## config.mk

```make
export PLATFORM = sky130hd
export DESIGN_NAME = rsi_mul
export DESIGN_NICKNAME = d
export VERILOG_FILES = /design/src/sv/rsi_mul.sv
export SDC_FILE = /design/constraint.sdc
export NUM_CORES = 2
export LEC_CHECK = 0
export ABC_AREA = 1
export BUFFER_PORTS_ARGS = -buffer_cell sky130_fd_sc_hd__buf_2
export CORE_AREA = 2 2 333 335
export CTS_CLUSTER_SIZE = 28
export DETAILED_ROUTE_END_ITERATION = 8
export DIE_AREA = 0 0 335 337
export MAX_ROUTING_LAYER = met4
export PLACE_DENSITY = 0.6
export SYNTH_ARGS = -nofsm -noshare
export SYNTH_HDL_FRONTEND = slang
export SYNTH_SLANG_ARGS = --single-unit
```

## constraint.sdc

```tcl
create_clock -name clk -period 6.15 [get_ports clk]
set_clock_uncertainty 0.2 [all_clocks]
set_input_delay 1.23 -clock clk [delete_from_list [all_inputs] [get_ports clk]]
set_output_delay 1.23 -clock clk [all_outputs]
set_load 0.01 [all_outputs]
```

## src/sv/rsi_mul.sv

```systemverilog
// Two-stage signed multiplier lanes with a sideband that travels alongside.
// Operand A is split in halves; partial products are registered, then summed.
// No dependencies.
module rsi_mul #(
  parameter int N  = 1,
  parameter int WA = 32,
  parameter int WB = 32,
  parameter int SW = 1
) (
  input  logic                      clk,
  input  logic                      rst,
  input  logic                      en,
  input  logic                      vin,
  input  logic [SW-1:0]             side_in,
  input  logic [N-1:0][WA-1:0]      a,
  input  logic [N-1:0][WB-1:0]      b,
  output logic                      vout,
  output logic [SW-1:0]             side_out,
  output logic [N-1:0][WA+WB-1:0]   p
);
  localparam int K  = WA / 2;
  localparam int WH = WA - K;

  logic                    v1;
  logic [SW-1:0]           side1;
  logic [N-1:0][K+WB:0]    pp_lo;
  logic [N-1:0][WH+WB-1:0] pp_hi;

  // Valid bits follow the two stages.
  always_ff @(posedge clk) begin
    if (rst) begin
      v1   <= 1'b0;
      vout <= 1'b0;
    end else if (en) begin
      v1   <= vin;
      vout <= v1;
    end
  end

  // Partial products, then their weighted sum.
  always_ff @(posedge clk) begin
    if (en) begin
      side1    <= side_in;
      side_out <= side1;
      for (int i = 0; i < N; i++) begin
        pp_lo[i] <= $signed({1'b0, a[i][K-1:0]}) * $signed(b[i]);
        pp_hi[i] <= $signed(a[i][WA-1:K]) * $signed(b[i]);
        p[i]     <= {pp_hi[i], {K{1'b0}}} + (WA+WB)'($signed(pp_lo[i]));
      end
    end
  end

endmodule

```

==> results.md <==
- Routed Antenna Nets: 0
- Slew Limit Fails: 0
- Crit path arrival time: 6.32 ns
- Chip height: 337 microns
- GRT met2 Usage: 0.4516
- Crit path kind: in2reg
- Total Negative Setup Slacks: -0.8662 ns
- Vias in the first global route: 43270
- # setup viols final: 24
- Max Cap Viol: 0
- Critical Path End Type: flop
- Final Hold Fails: 0
- CTS H-Tree Depth: 4
- DR iter-0 viols: 2880
- Die Wd: 335 microns
- Multiplexer share of the synthesized area: 0
- Num CTS Buffers: 17
- # hold bufs at CTS: 0
- Compound-Gate Fraction of Synth Area: 0.01239
- Area after DPL: 56240 sq um
- Critical Path Most Common Cell: fa_1
- CP Max Fanout: 8
- Leading area contributor after synthesis: fa_1
- Port Buf Inserts: 134
- YS warnings: 0
- GRT Max-Usage Layer: met2
- Largest net degree at the start of global routing: 103
- Reg2reg setup slack: 3.05 ns
- Final Core Density: 0.5727
- Vias post-DR: 42170
- Register bit total from synthesis: 165
- Post-Synthesis Cells: 6605
- Failing checks: setup timing
- CP startpoint kind: input pin
- Status: finished, violations left
- Critical path required time: 6.21 ns
- Combinational family with the most area after synthesis: adder cells
- Share of the synthesized area in the top cell type: 0.4005
- Die Area: 112900 sq um
- Sequential share of the synthesized area: 0.1011
- Critical path's slowest cell: fa_1
- Post-DP HPWL: 127.7 mm
- Vias/cell: 4.835
- Design Area, Final: 62770 sq um
- Fill cells: 10070
- Mapped cell area: 48790 sq um
- Pre-CTS setup slack: -0.9617 ns
- Period utilisation layout: 1.018
- Grt total ovfl: 0
- GRT Util Overall: 0.2845
- First-pass GRT wire length: 240.6 mm
- Nets@finish: 8605
- Clk root buf: clkbuf_16
- Core area: 109600 sq um
- Top cells by area, synth: fa_1, nand2_1, inv_1, edfxtp_1, ha_1
- Worst-Margin Slew: 0.8601 ns
- Clk sink count: 165
- Routability Congestion: 0.9451
- Skew-Pair Late Insertion Delay: 0.51 ns
- XOR/XNOR share of the synthesized area: 0.01580
- Initial antenna violation count: 0
- Fmax achieved: 0.1597 GHz
- Area growth, synth to finish: 28.66%
- Rows: 122
- GR Util met1: 0.3925
- Slew headroom: 0.4266
- Met3 usage: 0.03376
- DR WL/cell: 18.23 microns
- Setup WS post-layout: -0.1113 ns
- Hold crit path type: reg2reg
- Io pins: 135
- Clock Path Buffers: 2
- Reg clk slew, reported paths: 0.08 ns
- Cell variety after synth: 31
- Critical Path Max Stage Delay: 0.59 ns
- Fin crit period: 6.261 ns
- Worst path bufs/invs: 8
- TritonCTS clock tree: yes
- DR pass1 iterations: 5
- Number of remaining DRC errors: 0
- Adder-Cell Fraction of Synth Area: 0.4718
- Total Wirelength: 159.0 mm
- Layout cells sized above 1: 0.2454
- Starting Density: 0.4451
- Delay-heaviest family, CP: adder cells
- Synth Area per Inst: 7.386 sq um
- CP cell instances: buf_12 -> buf_12 -> buf_12 -> nand2_4 -> fa_1 -> inv_1 -> fa_2 -> buf_4 -> inv_2 -> fa_1 -> fa_1 -> fa_2 -> fa_1 -> inv_1 -> ha_4 -> nand2_2 -> nor2_4 -> nand2_2 -> nor2_2 -> inv_1 -> nor2_1 -> nand2_1 -> nand4_1 -> nand2_2
- Synth Area in Simple Gates: 0.2231
- RSZ-0062 raised after global routing: true
- Net Count, Synth: 7928
[registers in the layout, summed over array words and instances, names as in the netlist]
| name | flops |
|---|---|
| pp_hi | 48 |
| v1 | 1 |
| side1 | 1 |
| pp_lo | 49 |
| vout | 1 |
| p | 64 |
| side_out | 1 |
[per-stage QoR]
step / hold slack (ns) / cells
6_report: 0.2231 / 8722
5_1_grt: 0.2325 / 8721
4_1_cts: 0.2241 / 8639
3_5_place_dp: 0.2065 / 8545
3_3_place_gp: 0.2021 / 8545
2_1_floorplan: 0.2003 / 6605
[layer usage]
layer	vias up	wire length (microns)
met5	-	0
met4	0	4464
met3	207	11250
met2	1395	72180
met1	20700	71110
li1	19870	-
[worst register-to-register path: stages, from the launching register on]
cell,delay (ns)
edfxtp_1,0.74
ha_1,0.70
nand2_2,0.12
nor2_1,0.27
inv_1,0.10
nor2_2,0.15
and2_1,0.17
nand3_1,0.14
nand4_1,0.13
nand2_1,0.13
[Yosys cell counts (all sizes together)]
library cell	count
xor2	75
a21oi	89
edfxtp	163
nand3b	3
o21bai	11
o211ai	1
xnor2	13
o21a	2
dfxtp	2
nor3	39
nand3	174
fa	976
ha	278
inv	2089
nor2	263
nand2	2172
nand4	43
clkinv	3
and2	3
or2	6
clkbuf	192
o21ai	7
o22ai	1
[final timing paths]
check,start,endpoint,cells after the start
hold / removal,pp_lo[2]$_DFFE_PP_,p[2]$_DFFE_PP_,0
hold reg to reg,pp_lo[2]$_DFFE_PP_,p[2]$_DFFE_PP_,0
setup / recovery,a[6],pp_lo[46]$_DFFE_PP_,24
setup reg to reg,pp_lo[48]$_DFFE_PP_,p[54]$_DFFE_PP_,9
[logic make-up after synthesis]
logic type	Yosys count
AOI/OAI and AO/OA	111
xor gates and xnor gates	88
adders and majority gates	1254
DFF	165
buffers and inverters	2284
and+or+nand+nor	2703
[layout make-up]
cell class | instances | area [sq um] | share of cell area
inverter | 2092 | 7878 | 0.1255
tap | 1426 | 1784 | 0.02842
clock buffer | 17 | 425.4 | 0.006777
multi-input combinational | 4156 | 38870 | 0.6192
antenna | 1 | 2.502 | 0.00003987
timing repair buffer | 850 | 8670 | 0.1381
clock inverter | 15 | 206.4 | 0.003289
sequential | 165 | 4935 | 0.07862
[repair_timing]
item,4_1_cts,5_1_grt
pin swaps,122,354
buffers inserted,52,57
setup endpoints to repair,65,70
resized for setup,368,779
gates cloned,11,28
[layout by cell type (no fill, tap or decap), drive strengths merged, types with 48 or more instances in the layout]
master  count
nor2      263
xor2       75
clkbuf     48
buf       814
edfxtp    163
inv      2097
ha        278
nand2    2172
fa        976
a21oi      89
nand3     174
Power is left out: the tool's default activity adds up to more than one toggle a clock period on the data nets, which glitch-free logic cannot reach.
