===== config.mk =====
export PLATFORM = sky130hd
export DESIGN_NAME = rsi_sqrt
export DESIGN_NICKNAME = d
export VERILOG_FILES = /design/src/sv/rsi_sqrt.sv
export SDC_FILE = /design/constraint.sdc
export NUM_CORES = 2
export LEC_CHECK = 0
export BUFFER_PORTS_ARGS = -buffer_cell sky130_fd_sc_hd__clkbuf_2
export CORE_ASPECT_RATIO = 0.7
export CORE_MARGIN = 2
export CORE_UTILIZATION = 40
export DETAILED_ROUTE_END_ITERATION = 10
export PLACE_DENSITY = 0.64
export SETUP_SLACK_MARGIN = 0.15
export SYNTH_ARGS = -nofsm -noshare
export SYNTH_HDL_FRONTEND = slang
export SYNTH_SLANG_ARGS = --single-unit

===== constraint.sdc =====
create_clock -name clk -period 3.9 [get_ports clk]
set_input_delay 0.585 -clock clk [delete_from_list [all_inputs] [get_ports clk]]
set_output_delay 0.585 -clock clk [all_outputs]
set_load 0.005 [all_outputs]

===== src/sv/rsi_sqrt.sv =====
// Pipelined integer square root (floor), one root bit per stage.
// Carries a sideband with the same latency. No dependencies.
module rsi_sqrt #(
  parameter int WX = 72,
  parameter int SW = 1
) (
  input  logic              clk,
  input  logic              rst,
  input  logic              en,
  input  logic              vin,
  input  logic [SW-1:0]     side_in,
  input  logic [WX-1:0]     x,
  output logic              vout,
  output logic [SW-1:0]     side_out,
  output logic [WX/2-1:0]   root
);
  localparam int WR = WX / 2;

  logic          vld [WR+1];
  logic [SW-1:0] sd  [WR+1];
  logic [WX-1:0] xs  [WR+1];
  logic [WR+2:0] rm  [WR+1];
  logic [WR-1:0] rt  [WR+1];

  assign vld[0] = vin;
  assign sd[0]  = side_in;
  assign xs[0]  = x;
  assign rm[0]  = '0;
  assign rt[0]  = '0;

  for (genvar k = 0; k < WR; k++) begin : g_step
    logic [WR+2:0] acc;
    logic [WR+2:0] trial;

    // Bring down the next two radicand bits and try the next root bit.
    assign acc   = {rm[k][WR:0], xs[k][WX-1:WX-2]};
    assign trial = {1'b0, rt[k], 2'b01};

    always_ff @(posedge clk) begin
      if (rst) begin
        vld[k+1] <= 1'b0;
      end else if (en) begin
        vld[k+1] <= vld[k];
      end
    end

    always_ff @(posedge clk) begin
      if (en) begin
        sd[k+1] <= sd[k];
        xs[k+1] <= {xs[k][WX-3:0], 2'b00};
        if (acc >= trial) begin
          rm[k+1] <= acc - trial;
          rt[k+1] <= {rt[k][WR-2:0], 1'b1};
        end else begin
          rm[k+1] <= acc;
          rt[k+1] <= {rt[k][WR-2:0], 1'b0};
        end
      end
    end
  end

  assign vout     = vld[WR];
  assign side_out = sd[WR];
  assign root     = rt[WR];

endmodule


==> impl_metrics.csv <==
group,metric,value,unit
drt,wl_met3,21.86,mm
synthesis,syn_avg_cell_area,12.75,um2
floorplan,rows,188,
critical_path,cpMostUsedCell,"o21ai_0",
critical_path,crit_slowest_cell,"o41a_1",
sta,worst_pin_slew,0.8493,ns
cts,clk_latency,0.96,ns
drt,drt_first_pass_iters,6,
critical_path,cp_slowest_stage_delay,0.47,ns
drt,wl_per_cell,18.30,um
cts,numCtsBuffers,324,
synthesis,ys_warn_count,0,
drt,drc,0,
run_status,status,"complete, no violations",
sta,fin_skew,0.05119,ns
cts,cts_root_buffer,"clkbuf_16",
place,gp_congestion,0.8912,
global_routing,grt_antenna_before_repair,6,
sta,fin_tns_setup,0,ns
critical_path,endpoint_kind,"flip-flop",
floorplan,io_pins,115,
power,power.ir.vdd_worst,514.2,uV
place,hpwlAfterDp,234.2,mm
layout,final_cell_mix,"edfxtp_1, nand2_1, inv_1, o21ai_0, ha_1",
global_routing,grt_max_degree,130,
cts,cts.sink_count,3236,
critical_path,arrival,4.31,ns
sta,period_needed,3.635,ns
floorplan,core_area,375400,um2
place,numPlacedInstances,17030,
layout,final_common_cell,"edfxtp_1",
floorplan,initial_core_util,0.4025,
cts,path_clk_slew,0.06,ns
critical_path,path_class,"flip-flop to flip-flop",
layout,num-fill-cells,33720,
global_routing,grt_pass1_vias,87150,
sta,max_clock_freq,275.1,MHz
drt,wl_met1,157.8,mm
layout,instances_no_fill,17700,
critical_path,worst_r2r_startpoint,"g_step[34].trial[4]",
synthesis,synth_cell_type_count,101,
critical_path,timing.rr.end,"g_step[35].acc[31]",
layout,drive_gt1_frac,0.08628,
drt,route.met2.wl,136.4,mm
synthesis,synth_top_area_frac,0.6359,
floorplan,die_w,738.6,um
synthesis,syn_area,151100,um2
power,p_per_area,594.9,nW/um2
sta,rsz0062_at_grt,"yes",
critical_path,r2r_slack,0.26,ns
sta,setup_violations,0,
run,drv_cap,0,
drt,via_count,92460,
layout,fin_area,171500,um2
critical_path,setup.worst_path.end,"g_step[35].acc[31]",
global_routing,grt_pass1_wl,500.9,mm
synthesis,ys_ff_latch,3236,
floorplan,die_area,382800,um2
synthesis,ys_async_sr_fraction,0,
cts,clk_path_buf_depth,4,
worst_hold_path,min-delay-start,"en",
synthesis,ys_seq_area_frac,0.6407,
critical_path,required,4.57,ns
synthesis,synth_ff_type,"edfxtp_1",
sta,finalMaxSlewViolations,0,
sta,final_hold_viol_count,0,
synthesis,yosys.area.top_type,"edfxtp_1",
critical_path,start_kind,"flip-flop",
critical_path,reg2reg_depth,12,
worst_hold_path,hold_class,"input pin to flip-flop",
place,place.port_buffers,114,
power,leakagePower,64.43,nW
sta,final.period_utilization,0.9321,
synthesis,synth_edf_count,3200,
sta,hold_slack,0.2064,ns
cts,htree_levels,5,
synthesis,syn_inst,11850,
drt,top_layer,"met5",
synthesis,synth_nets,12630,
critical_path,crit_chain,"inv_1 > ha_1 > or3_1 > o22ai_1 > o21ai_0 > o41a_1 > o21ai_0 > buf_4 > o221ai_1 > a221oi_1 > xor2_1 > o21ai_0",
drt,drt_iter0_drc,8692,
drt,postRouteAntennaNets,0,
drt,wl,323.7,mm
global_routing,grt-ovfl-total,0,
sta,max_slew_margin,0.4338,
critical_path,startpoint,"g_step[34].trial[4]",
critical_path,crit_fanout,4,
synthesis,synth_area_leaders,"edfxtp_1, ha_1, xnor2_1, xor2_1, o21ai_0",
place,placed_area,159900,um2
global_routing,track_usage,0.1629,
layout,final_net_count,13180,
drt,viasPerCell,5.225,
layout,area_growth,13.53,%
cts,cts_tree,"built",
floorplan,dieHeight,518.2,um
## area by class of cell
cell class	instances	area [um2]	share of cell area
Clock buffer	378	8459	0.04931
Timing Repair Buffer	483	4140	0.02413
Clock inverter	202	2167	0.01263
Sequential cell	3236	96810	0.5644
Inverter	905	3405	0.01985
Tap cell	5035	6300	0.03672
Antenna cell	4	10.01	0.00005835
Multi-Input combinational cell	7452	50250	0.2929
## cell usage after synthesis (22+ instances only)
| library cell | count |
|---|---|
| a21o_1 | 286 |
| nand3_1 | 195 |
| nor2_1 | 659 |
| o2111ai_1 | 22 |
| or4_1 | 86 |
| edfxtp_1 | 3200 |
| o21bai_1 | 75 |
| mux2i_1 | 55 |
| xnor2_1 | 526 |
| nor3_1 | 306 |
| and3_1 | 77 |
| nand3b_1 | 33 |
| dfxtp_1 | 36 |
| o21ai_0 | 744 |
| ha_1 | 704 |
| o211ai_1 | 47 |
| nor4_1 | 166 |
| nor2b_1 | 88 |
| and2_1 | 51 |
| a21boi_0 | 22 |
| nand2b_1 | 123 |
| or2_2 | 51 |
| o31ai_1 | 95 |
| nor3b_1 | 22 |
| a31oi_1 | 63 |
| clkbuf_1 | 226 |
| o21a_1 | 120 |
| nand2_1 | 927 |
| nand4_1 | 153 |
| xor2_1 | 520 |
| a211oi_1 | 60 |
| or3_1 | 119 |
| mux2_2 | 52 |
| inv_1 | 894 |
| a21oi_1 | 659 |
## cell families (layout without fill, tap and decap cells)
logic type | after synthesis | in the layout | share of synthesized area
AO/OA/AOI/OAI | 2452 | 2452 | 0.1009
buffers and inverters | 1165 | 1968 | 0.02930
flip-flops | 3236 | 3236 | 0.6407
other | 1 | 5 | 0.00002482
XOR/XNOR | 1046 | 1046 | 0.06063
AND/OR/NAND/NOR | 3142 | 3142 | 0.1027
adder cells (fa/ha/maj) | 704 | 704 | 0.05829
multiplexers | 107 | 107 | 0.007519
## layer usage
layer,GRT usage,up-vias
met3,0.02977,451
met5,0,-
met2,0.2391,2433
li1,-,45160
met1,0.2486,44410
met4,0.03988,2
## how the worst min path moves through the flow
stage | end | slack [ns] | cells after the start
2_1_floorplan | g_step[10].acc[0] | 0.40 | 0
3_3_place_gp | g_step[13].acc[0] | 0.40 | 0
3_5_place_dp | g_step[8].acc[0] | 0.40 | 0
4_1_cts | xs[2282] | 0.13 | 1
5_1_grt | xs[2282] | 0.16 | 1
6_report | xs[2282] | 0.21 | 1
## where the power goes
part	leakage, nW	internal, mW	switching (mW)
Sequential	31.1	44.1	3.22
Clock	5.13	17.9	13.6
Combinational	28.2	9.53	13.7
Total	64.4	71.5	30.5
## stage by stage
| stage | worst slack (ns) | util | total power [mW] |
|---|---|---|---|
| 2_1_floorplan | 0.4236 | - | 62.85 |
| 3_3_place_gp | 0.2176 | 0.4258 | 70.61 |
| 3_5_place_dp | 0.1305 | 0.4258 | 70.75 |
| 4_1_cts | 0.1881 | 0.4561 | 102.7 |
| 5_1_grt | 0.03576 | 0.4569 | 107.4 |
| 6_report | 0.2646 | 0.4569 | 102.0 |
## critical path, delay by kind of cell (launching register included)
family / cells / cell delay [ns]
flops: 1 / 0.43
compound gates: 7 / 1.91
buf+inv: 2 / 0.22
fa+ha+maj: 1 / 0.22
simple gates: 1 / 0.38
xor+xnor: 1 / 0.17
## sequential cells by signal, summed over array words and instances (netlist names)
name,cells
xs,1190
root,36
side_out,1
g_step.trial,630
vld,35
g_step.acc,1308
vout,1
sd,35
## timing repair
action,4_1_cts,5_1_grt
setup endpoints to repair,18,218
buffers inserted,0,5
gates cloned,0,1
endpoints found under the hold margin,75,0
pin swaps,0,3
resized for setup,2,53
hold buffers,75,0
Power figures use the tool's default switching activity.
